`src/hw/rtl/mkld_pkg.sv`:
```
`timescale 1ns / 1ps

package mkld_pkg;

    localparam int MAX_SYMBOLS = 5;
    localparam int SYM_CNT_W   = $clog2(MAX_SYMBOLS + 1);
    localparam int TICK_W      = 16;
    localparam int LETTERS     = 26;
    localparam int INDEX_W     = 5;

    localparam logic [1:0] PH_IDLE    = 2'd0;
    localparam logic [1:0] PH_PRESS   = 2'd1;
    localparam logic [1:0] PH_GAP     = 2'd2;
    localparam logic [1:0] PH_DISPLAY = 2'd3;

    localparam logic [1:0] REG_DASH    = 2'd0;
    localparam logic [1:0] REG_GAP     = 2'd1;
    localparam logic [1:0] REG_DISPLAY = 2'd2;

    localparam logic [TICK_W-1:0] DASH_RESET    = 16'd250;
    localparam logic [TICK_W-1:0] GAP_RESET     = 16'd1000;
    localparam logic [TICK_W-1:0] DISPLAY_RESET = 16'd1000;
    localparam logic [TICK_W-1:0] TICK_MAX      = 16'hFFFF;

    // Morse table, A..Z; symbol k is bit k, 1 for dash
    localparam logic [2:0] CODE_LEN [LETTERS] = '{
        3'd2, 3'd4, 3'd4, 3'd3, 3'd1, 3'd4, 3'd3, 3'd4, 3'd2, 3'd4, 3'd3, 3'd4, 3'd2,
        3'd2, 3'd3, 3'd4, 3'd4, 3'd3, 3'd3, 3'd1, 3'd3, 3'd4, 3'd3, 3'd4, 3'd4, 3'd4
    };
    localparam logic [3:0] CODE_BITS [LETTERS] = '{
        4'd2, 4'd1, 4'd5, 4'd1, 4'd0, 4'd4, 4'd3, 4'd0, 4'd0, 4'd14, 4'd5, 4'd2, 4'd3,
        4'd1, 4'd7, 4'd6, 4'd11, 4'd2, 4'd0, 4'd1, 4'd4, 4'd8, 4'd6, 4'd9, 4'd13, 4'd3
    };

    typedef struct packed {
        logic [1:0]             phase;
        logic [TICK_W-1:0]      tick_count;
        logic [MAX_SYMBOLS-1:0] symbol_bits;
        logic [SYM_CNT_W-1:0]   symbol_count;
        logic                   overflowed;
        logic                   display_lamp;
    } t_state;

    typedef struct packed {
        logic [TICK_W-1:0] dash_ticks;
        logic [TICK_W-1:0] letter_gap_ticks;
        logic [TICK_W-1:0] display_ticks;
    } t_cfg;

    typedef struct packed {
        logic [INDEX_W-1:0] letter_index;
        logic               letter_found;
        logic               letter_done;
        logic               lamp_b;
        logic               lamp_a;
        logic               buzzer;
    } t_result;

endpackage

```
`src/hw/rtl/morse_key_letter_decoder.sv`:
```
`timescale 1ns / 1ps

// Channel   | Direction | Payload
// s_axis    | in        | tdata[0] key_down, tdata[7:1] zero
// m_axis    | out       | tdata[0] buzzer, [1] lamp_a, [2] lamp_b, [3] letter_done,
//           |           | [4] letter_found, [9:5] letter_index, [15:10] zero
// apb       | in        | 0x0 dash_ticks, 0x4 letter_gap_ticks, 0x8 display_ticks
//
// One item per cycle while not stalled: each accepted item yields one result in
// the output register the next cycle. Synchronous active-low reset clears the
// letter state and the output valid, and loads the default thresholds. A
// stalled output holds its result; input is still taken in the cycle it leaves.

module morse_key_letter_decoder (
    input  logic        i_clk,
    input  logic        i_rst_n,
    input  logic        s_axis_tvalid,
    output logic        s_axis_tready,
    input  logic [7:0]  s_axis_tdata,   // [0] key_down
    output logic        m_axis_tvalid,
    input  logic        m_axis_tready,
    output logic [15:0] m_axis_tdata,   // buzzer, lamp_a, lamp_b, letter_done,
                                        // letter_found, letter_index[4:0]
    input  logic        psel,
    input  logic        penable,
    input  logic        pwrite,
    input  logic [3:0]  paddr,
    input  logic [31:0] pwdata,
    output logic [31:0] prdata,
    output logic        pready
);

    mkld_pkg::t_state  r_state;
    mkld_pkg::t_state  n_state;
    mkld_pkg::t_cfg    r_cfg;
    mkld_pkg::t_result n_result;
    mkld_pkg::t_result r_result;
    logic              r_out_valid;
    logic              w_accept;
    logic              w_cfg_wr;
    logic [1:0]        w_reg_sel;

    assign pready    = 1'b1;
    assign w_cfg_wr  = psel && penable && pwrite;
    assign w_reg_sel = paddr[3:2];

    always_ff @(posedge i_clk) begin
        if (!i_rst_n) begin
            r_cfg.dash_ticks       <= mkld_pkg::DASH_RESET;
            r_cfg.letter_gap_ticks <= mkld_pkg::GAP_RESET;
            r_cfg.display_ticks    <= mkld_pkg::DISPLAY_RESET;
        end else if (w_cfg_wr) begin
            unique case (w_reg_sel)
                mkld_pkg::REG_DASH:    r_cfg.dash_ticks       <= pwdata[15:0];
                mkld_pkg::REG_GAP:     r_cfg.letter_gap_ticks <= pwdata[15:0];
                mkld_pkg::REG_DISPLAY: r_cfg.display_ticks    <= pwdata[15:0];
                default: begin
                    // drop writes past the register list
                end
            endcase
        end
    end

    always_comb begin
        unique case (w_reg_sel)
            mkld_pkg::REG_DASH:    prdata = {16'd0, r_cfg.dash_ticks};
            mkld_pkg::REG_GAP:     prdata = {16'd0, r_cfg.letter_gap_ticks};
            mkld_pkg::REG_DISPLAY: prdata = {16'd0, r_cfg.display_ticks};
            default:               prdata = '0;
        endcase
    end

    mkld_step u_step (
        .i_state    (r_state),
        .i_cfg      (r_cfg),
        .i_key_down (s_axis_tdata[0]),
        .o_state    (n_state),
        .o_result   (n_result)
    );

    assign s_axis_tready = !r_out_valid || m_axis_tready;
    assign w_accept      = s_axis_tvalid && s_axis_tready;

    always_ff @(posedge i_clk) begin
        if (!i_rst_n) begin
            r_state     <= '0;
            r_out_valid <= 1'b0;
        end else begin
            if (w_accept) begin
                r_state <= n_state;
            end
            if (s_axis_tready) begin
                r_out_valid <= s_axis_tvalid;
            end
        end
    end

    always_ff @(posedge i_clk) begin
        if (w_accept) begin
            r_result <= n_result;
        end
    end

    assign m_axis_tvalid = r_out_valid;
    assign m_axis_tdata  = {6'd0, r_result};

endmodule

```
`src/hw/rtl/mkld_step.sv`:
```
`timescale 1ns / 1ps

module mkld_step (
    input  mkld_pkg::t_state  i_state,
    input  mkld_pkg::t_cfg    i_cfg,
    input  logic              i_key_down,
    output mkld_pkg::t_state  o_state,
    output mkld_pkg::t_result o_result
);

    logic [mkld_pkg::TICK_W-1:0]  w_bumped;
    logic                         w_match;
    logic [mkld_pkg::INDEX_W-1:0] w_match_idx;

    assign w_bumped = (i_state.tick_count != mkld_pkg::TICK_MAX)
                    ? i_state.tick_count + 1'b1 : i_state.tick_count;

    // Table search; codes are unique, lowest index wins anyway
    always_comb begin
        w_match     = 1'b0;
        w_match_idx = '0;
        for (int i = mkld_pkg::LETTERS - 1; i >= 0; i--) begin
            if ({1'b0, mkld_pkg::CODE_LEN[i]} == 4'(i_state.symbol_count) &&
                5'(mkld_pkg::CODE_BITS[i]) == 5'(i_state.symbol_bits)) begin
                w_match     = 1'b1;
                w_match_idx = mkld_pkg::INDEX_W'(i);
            end
        end
    end

    always_comb begin
        o_state  = i_state;
        o_result = '0;
        if (i_key_down) begin
            if (i_state.phase != mkld_pkg::PH_PRESS) begin
                if (i_state.phase != mkld_pkg::PH_GAP) begin
                    o_state.symbol_bits  = '0;
                    o_state.symbol_count = '0;
                    o_state.overflowed   = 1'b0;
                end
                o_state.phase      = mkld_pkg::PH_PRESS;
                o_state.tick_count = mkld_pkg::TICK_W'(1);
            end else begin
                o_state.tick_count = w_bumped;
            end
            o_result.buzzer = 1'b1;
            if (o_state.tick_count >= i_cfg.dash_ticks) begin
                o_result.lamp_b = 1'b1;
            end else begin
                o_result.lamp_a = 1'b1;
            end
        end else begin
            unique case (i_state.phase)
                mkld_pkg::PH_PRESS: begin
                    // append the symbol, or drop it once the buffer is full
                    if (i_state.symbol_count < mkld_pkg::SYM_CNT_W'(mkld_pkg::MAX_SYMBOLS)) begin
                        if (i_state.tick_count >= i_cfg.dash_ticks) begin
                            o_state.symbol_bits[i_state.symbol_count] = 1'b1;
                        end
                        o_state.symbol_count = i_state.symbol_count + 1'b1;
                    end else begin
                        o_state.overflowed = 1'b1;
                    end
                    o_state.phase      = mkld_pkg::PH_GAP;
                    o_state.tick_count = '0;
                end
                mkld_pkg::PH_GAP: begin
                    o_state.tick_count = w_bumped;
                    if (w_bumped >= i_cfg.letter_gap_ticks) begin
                        o_result.letter_done = 1'b1;
                        if (!i_state.overflowed && w_match) begin
                            o_result.letter_found = 1'b1;
                            o_result.letter_index = w_match_idx;
                        end
                        o_state.display_lamp = !o_result.letter_found;
                        o_state.symbol_bits  = '0;
                        o_state.symbol_count = '0;
                        o_state.overflowed   = 1'b0;
                        if (i_cfg.display_ticks == '0) begin
                            o_state.phase      = mkld_pkg::PH_IDLE;
                            o_state.tick_count = '0;
                        end else begin
                            o_state.phase      = mkld_pkg::PH_DISPLAY;
                            o_state.tick_count = mkld_pkg::TICK_W'(1);
                            o_result.lamp_b    = !o_result.letter_found;
                            o_result.lamp_a    = o_result.letter_found;
                        end
                    end
                end
                mkld_pkg::PH_DISPLAY: begin
                    if (i_state.tick_count >= i_cfg.display_ticks) begin
                        o_state.phase      = mkld_pkg::PH_IDLE;
                        o_state.tick_count = '0;
                    end else begin
                        o_state.tick_count = w_bumped;
                        o_result.lamp_b    = i_state.display_lamp;
                        o_result.lamp_a    = !i_state.display_lamp;
                    end
                end
                default: begin
                    // idle: hold
                end
            endcase
        end
    end

endmodule

```
`config.mk`:
```
export PLATFORM = sky130hd
export DESIGN_NAME = morse_key_letter_decoder
export DESIGN_NICKNAME = d
export VERILOG_FILES = /design/src/hw/rtl/mkld_pkg.sv /design/src/hw/rtl/morse_key_letter_decoder.sv /design/src/hw/rtl/mkld_step.sv
export SDC_FILE = /design/constraint.sdc
export NUM_CORES = 1
export LEC_CHECK = 0
export BUFFER_PORTS_ARGS = -buffer_cell sky130_fd_sc_hd__buf_2
export CAP_MARGIN = 10
export CORE_MARGIN = 2
export CORE_UTILIZATION = 58
export CTS_BUF_LIST = sky130_fd_sc_hd__clkbuf_16
export CTS_CLUSTER_SIZE = 25
export DETAILED_ROUTE_END_ITERATION = 16
export GPL_ROUTABILITY_DRIVEN = 1
export PLACE_DENSITY_LB_ADDON = 0.2
export SLEW_MARGIN = 15
export SYNTH_ARGS = -nofsm -noshare
export SYNTH_HDL_FRONTEND = slang
export SYNTH_SLANG_ARGS = --single-unit
```
`constraint.sdc`:
```
create_clock -name i_clk -period 4.82 [get_ports i_clk]
set_input_delay 0 -clock i_clk [delete_from_list [all_inputs] [get_ports i_clk]]
set_output_delay 0 -clock i_clk [all_outputs]
set_load 0.03 [all_outputs]
```
Word-level counts from Yosys, hierarchy flattened:

Cells that the tools add are included.
Widths: inputs -> output; s select.

* output and inout bits: 51
* word-level logic and storage cells: 195
* bits in registers: 87

* bitwise logic cells: 4
* mux-type cells: 83
* reduce and logical (&&, ||, !) cells: 52
* $lt $le $gt $ge: 7
* equal/unequal tests: 31
* add/subtract/negate cells: 2

Operators with widths (number)
* $mux 5: 27
* $ge 16x16->1: 4
* $mux 16: 4
* $pmux 18 s3: 1
* $pmux 16 s3: 1
* $logic_and 1x1->1: 31
* $mux 1: 31
* $mux 28: 1
* $mux 27: 1
* $eq 4x5->1 const A: 5
* $mux 6: 4
* $eq 3x5->1 const A: 4
* $mux 18: 1
* $mux 9: 2
* $pmux 9 s2: 1
* $add 16x1->16 const B: 1
* $logic_not 16->1: 1
* $ne 16x16->1 const B: 1
* $ne 3x2->1 const B: 4
* $reduce_and 6->1: 2
* $eq 2x5->1 const A: 2
* $mux 2: 5
* $mux 8: 1
* $reduce_and 2->1: 4
* other kinds (29): 40

Logic depth before layout (Yosys ltp):

* depth in word-level cells: 38
* depth in mapped cells: 18

Hierarchy:

Synthesis repeated with hierarchy kept, for this count alone.

* cells, all modules: 924
* area, all modules: 7285.7 µm²

By module, submodules not included
* morse_key_letter_decoder: cells an instance 402, seq. area each 1841.8 µm², area an instance 3732.3 µm², times used 1
* mkld_step: cells an instance 522, seq. area each 0.0 µm², area an instance 3553.4 µm², times used 1

Worst setup path before layout:

OpenSTA, ideal clock, no wires.

* path kind: register to register
* start: reg r_state[11] in the netlist's numbering
* end: reg r_result (netlist bit m_axis_tdata[1]), data pin
* slack: 1067 ps
* required time: 4559 ps
* arrival: 3492 ps
* clock period less this slack: 3753 ps
* stages on the path, launching flop included: 19
* cell sequence: dfxtp_1 > ha_1 > nand3_1 > nor4_1 > nand2b_1 > clkbuf_1 > nand2_1 > nor2_1 > xnor2_1 > inv_1 > ha_1 > a2111oi_0 > nand2_1 > a21oi_1 > o21ai_0 > nand2_1 > or2_4 > inv_2 > a221o_1

RTL lines
* from (decl): line morse_key_letter_decoder.sv:33 `mkld_pkg::t_state r_state;`
* from (signal assigned): line morse_key_letter_decoder.sv:90 `r_state <= n_state;`
* to (signal assigned): line morse_key_letter_decoder.sv:100 `r_result <= n_result;`
* to (decl): line morse_key_letter_decoder.sv:37 `mkld_pkg::t_result r_result;`

Final worst setup path:

* start: reg r_state[10] in the netlist's numbering
* end: reg r_state[9] in the netlist's numbering

* longest elaborated chain between the ends: 5
* elaborated cells on any way between the ends: 8
* classes of those cells: 1 x add/sub; 2 x order compare; 3 x eq/ne; 1 x mux; 1 x reduce/logical

Ends and longest elaborated chain
* $add 16x1->16 or $ne 16x16->1 (tied branches): line mkld_step.sv:16, mkld_step.sv:15
* $mux 16: line mkld_step.sv:16 `? i_state.tick_count + 1'b1 : i_state.tick_count;`
* $ge 16x16->1: line mkld_step.sv:69 `if (w_bumped >= i_cfg.letter_gap_ticks) begin`
* $ne 3x2->1 (no source line)
* $reduce_and 7->1 (no source line) *

Mark *: on every way between the ends. The rest lies on a longest branch, timed or not.
A chain may end at the register's enable or synchronous reset.

==> flow_summary.json <==
{
  "row_count": 38,
  "fin_util": 0.660,
  "syn-cell-area_um2": 6390,
  "grt-ovfl-total": 0,
  "run_status": "complete, no violations",
  "track_usage": 0.304,
  "num_vias": 6052,
  "post_cts_buffers": 0,
  "fp.dieArea_um2": 11900,
  "worst_ep_arrival_time_ps": 4650,
  "powerDensity_nw_per_um2": 228,
  "synth_top_area_share": 0.241,
  "ys_top_cells_by_count": "nand2_1, dfxtp_1, inv_1",
  "wl_um": 16900,
  "cts_tree": "yes",
  "n_fill_cell": 935,
  "synth.most_common_cell": "nand2_1",
  "clk_path_buf_depth": 2,
  "cts_sinks": 87,
  "cts_root_buf": "clkbuf_16",
  "cp_top_family": "compound AO/OA/AOI/OAI gates",
  "fin_crit_ps": 4410,
  "syn2layout_area_growth_pct": 11.5,
  "finalSetupViolations": 0,
  "drive_above_1_share": 0.103,
  "power_uw": 1630,
  "drc": 0,
  "crit_chain": "ha_1 -> nand3_1 -> nor4_1 -> nand2b_1 -> nor2b_1 -> nand3_1 -> xor2_1 -> inv_1 -> ha_1 -> a2111oi_0 -> nand2_1 -> a21oi_1 -> o21ai_0 -> buf_4 -> a21oi_1 -> nor3_1 -> o21a_1",
  "synth_edf_count": 10,
  "clk_pin_slew_ps": 60,
  "hp-class": "in2reg",
  "synth_flop_cell": "dfxtp_1",
  "fp.coreArea_um2": 10800,
  "tns_ps": 0,
  "synth_cells": 818,
  "slew_headroom": 0.433,
  "antenna_left": 0,
  "synth_top_cell_by_area": "dfxtp_1",
  "antenna_cells": 0,
  "dr.pass1.iters": 5,
  "p_leak_uw": 0.00319,
  "cp-start-kind": "flop",
  "worst_slew_pin_slew_ps": 850,
  "antenna_found_initial": 0,
  "clk_latency_ps": 350,
  "period_share": 0.914,
  "crit_path_max_fanout": 7,
  "layout_setup_ws_ps": 413,
  "cp_slowest_cell": "a21oi_1",
  "wl_per_cell_um": 16.7,
  "numCtsBuffers": 9,
  "nNetsFinal": 991,
  "path_buf_inv": 2,
  "finalHoldViolations": 0,
  "drt_iter0_drc": 494,
  "cp.required_ps": 5060,
  "die_h_um": 109,
  "worst_clock_skew_ps": 8.26,
  "grt_pass1_vias": 5772,
  "async_flop_share": 0,
  "ys_types": 67,
  "h-tree-depth": 3,
  "maxSlewViolCount": 0,
  "critPathMaxStageDelay_ps": 500,
  "critPathKind": "reg2reg",
  "max-vdd-ir-drop_uv": 222,
  "port-buffer-count": 53,
  "syn-mean-instance-area_um2": 7.81,
  "synth.area.top_cells": "dfxtp_1, ha_1, nand2_1, edfxtp_1, inv_1",
  "grt_max_degree": 50,
  "start_util": 0.592,
  "fp.dieW_um": 109,
  "grt_pass1_wl_um": 28000,
  "end_kind": "flop",
  "synth-seq-area-share": 0.288,
  "ys_warn_count": 0,
  "routed_via_density": 5.96,
  "rsz0062_at_grt": "false",
  "dp_slack_ps": 437,
  "max_freq_ghz": 0.227,
  "ys_seq_elements": 87,
  "gp_congestion": 0.916,
  "ios": 102,
  "place_hpwl_um": 12800,
  "drv_cap": 0
}
## flip-flops by register name (all words and copies together), names as in the netlist
name and cells:
r_cfg 48, r_state 28, m_axis_tvalid 1, m_axis_tdata 10
## area by class of cell
type / count / area (µm²) / area share
timing repair buffer: 80 / 513 / 0.0720
clock buffer: 9 / 225 / 0.0316
inverter: 75 / 282 / 0.0395
tap: 140 / 175 / 0.0246
multi-input combinational: 617 / 4040 / 0.567
clock inverter: 7 / 47.5 / 0.00667
sequential: 87 / 1840 / 0.258
## kinds of logic after synthesis
kind of cell    Yosys count  synth area share
flops                    87             0.288
compound gates          200             0.216
xor+xnor                 13            0.0178
buf+inv                 135            0.0941
simple gates            291             0.214
other cells               2           0.00117
fa+ha+maj                70             0.137
mux                      20            0.0315
## stage by stage
step                      hold slack, ps  cell area, µm²  cells
after global placement               260            6670    981
after global routing                49.4            7130   1015
after CTS                           24.0            7120   1015
after floorplan                     98.9            6470    839
final                               42.9            7130   1015
after detailed placement             269            6670    981
## worst register-to-register path, delay by kind of cell, from the launching register on
kind | cells | cell delay [ps]
adder cells (fa/ha/maj) | 2 | 480
AND/OR/NAND/NOR | 7 | 1370
buffers and inverters | 2 | 260
AO/OA/AOI/OAI | 5 | 1510
XOR/XNOR | 1 | 250
flip-flops | 1 | 440
## repair_timing
| item | CTS | global route |
|---|---|---|
| hold endpoints to repair | 49 | 0 |
| hold buffers | 18 | 0 |
| endpoints found under the setup margin | 0 | 12 |
| gates resized for setup | 0 | 1 |
## power breakdown
part	switching [µW]	internal (µW)	total [µW]
Clock	305	350	655
Combinational	146	67.8	213
Sequential	13.0	746	759
## metal layers
metal  vias to the layer above  track usage  part of all wire
met1                      2830        0.415              0.44
met2                       261        0.483              0.46
met4                         0        0.118             0.017
met5                         -            0                 0
met3                        25       0.0418             0.079
li1                       2936            -                 -
## cell usage in the layout (no fill, tap or decap), types with 8 or more instances in the layout
cell type      count
nand2_1          146
dfxtp_1           77
inv_1             75
ha_1              70
buf_2             53
o21ai_0           45
nor2_1            38
a21boi_0          32
a21oi_1           26
o211ai_1          24
conb_1            23
mux2i_1           19
dlygate4sd3_1     18
nand3_1           14
nand4_1           14
nor3_1            12
nand2b_1          11
nor2b_1           11
and3_1            10
a21o_1            10
edfxtp_1          10
clkbuf_16          9
buf_4              9
xnor2_1            8
a31oi_1            8
## worst paths after layout
kind	start	to	slack (ps)	cells past startpoint
setup reg to reg	r_state[10]	r_state[9]	410	17
hold / removal	i_rst_n	r_state[0]	40	2
hold reg to reg	r_state[1]	r_state[1]	470	1
setup / recovery	r_state[10]	r_state[9]	410	17
Power figures use the tool's default switching activity.
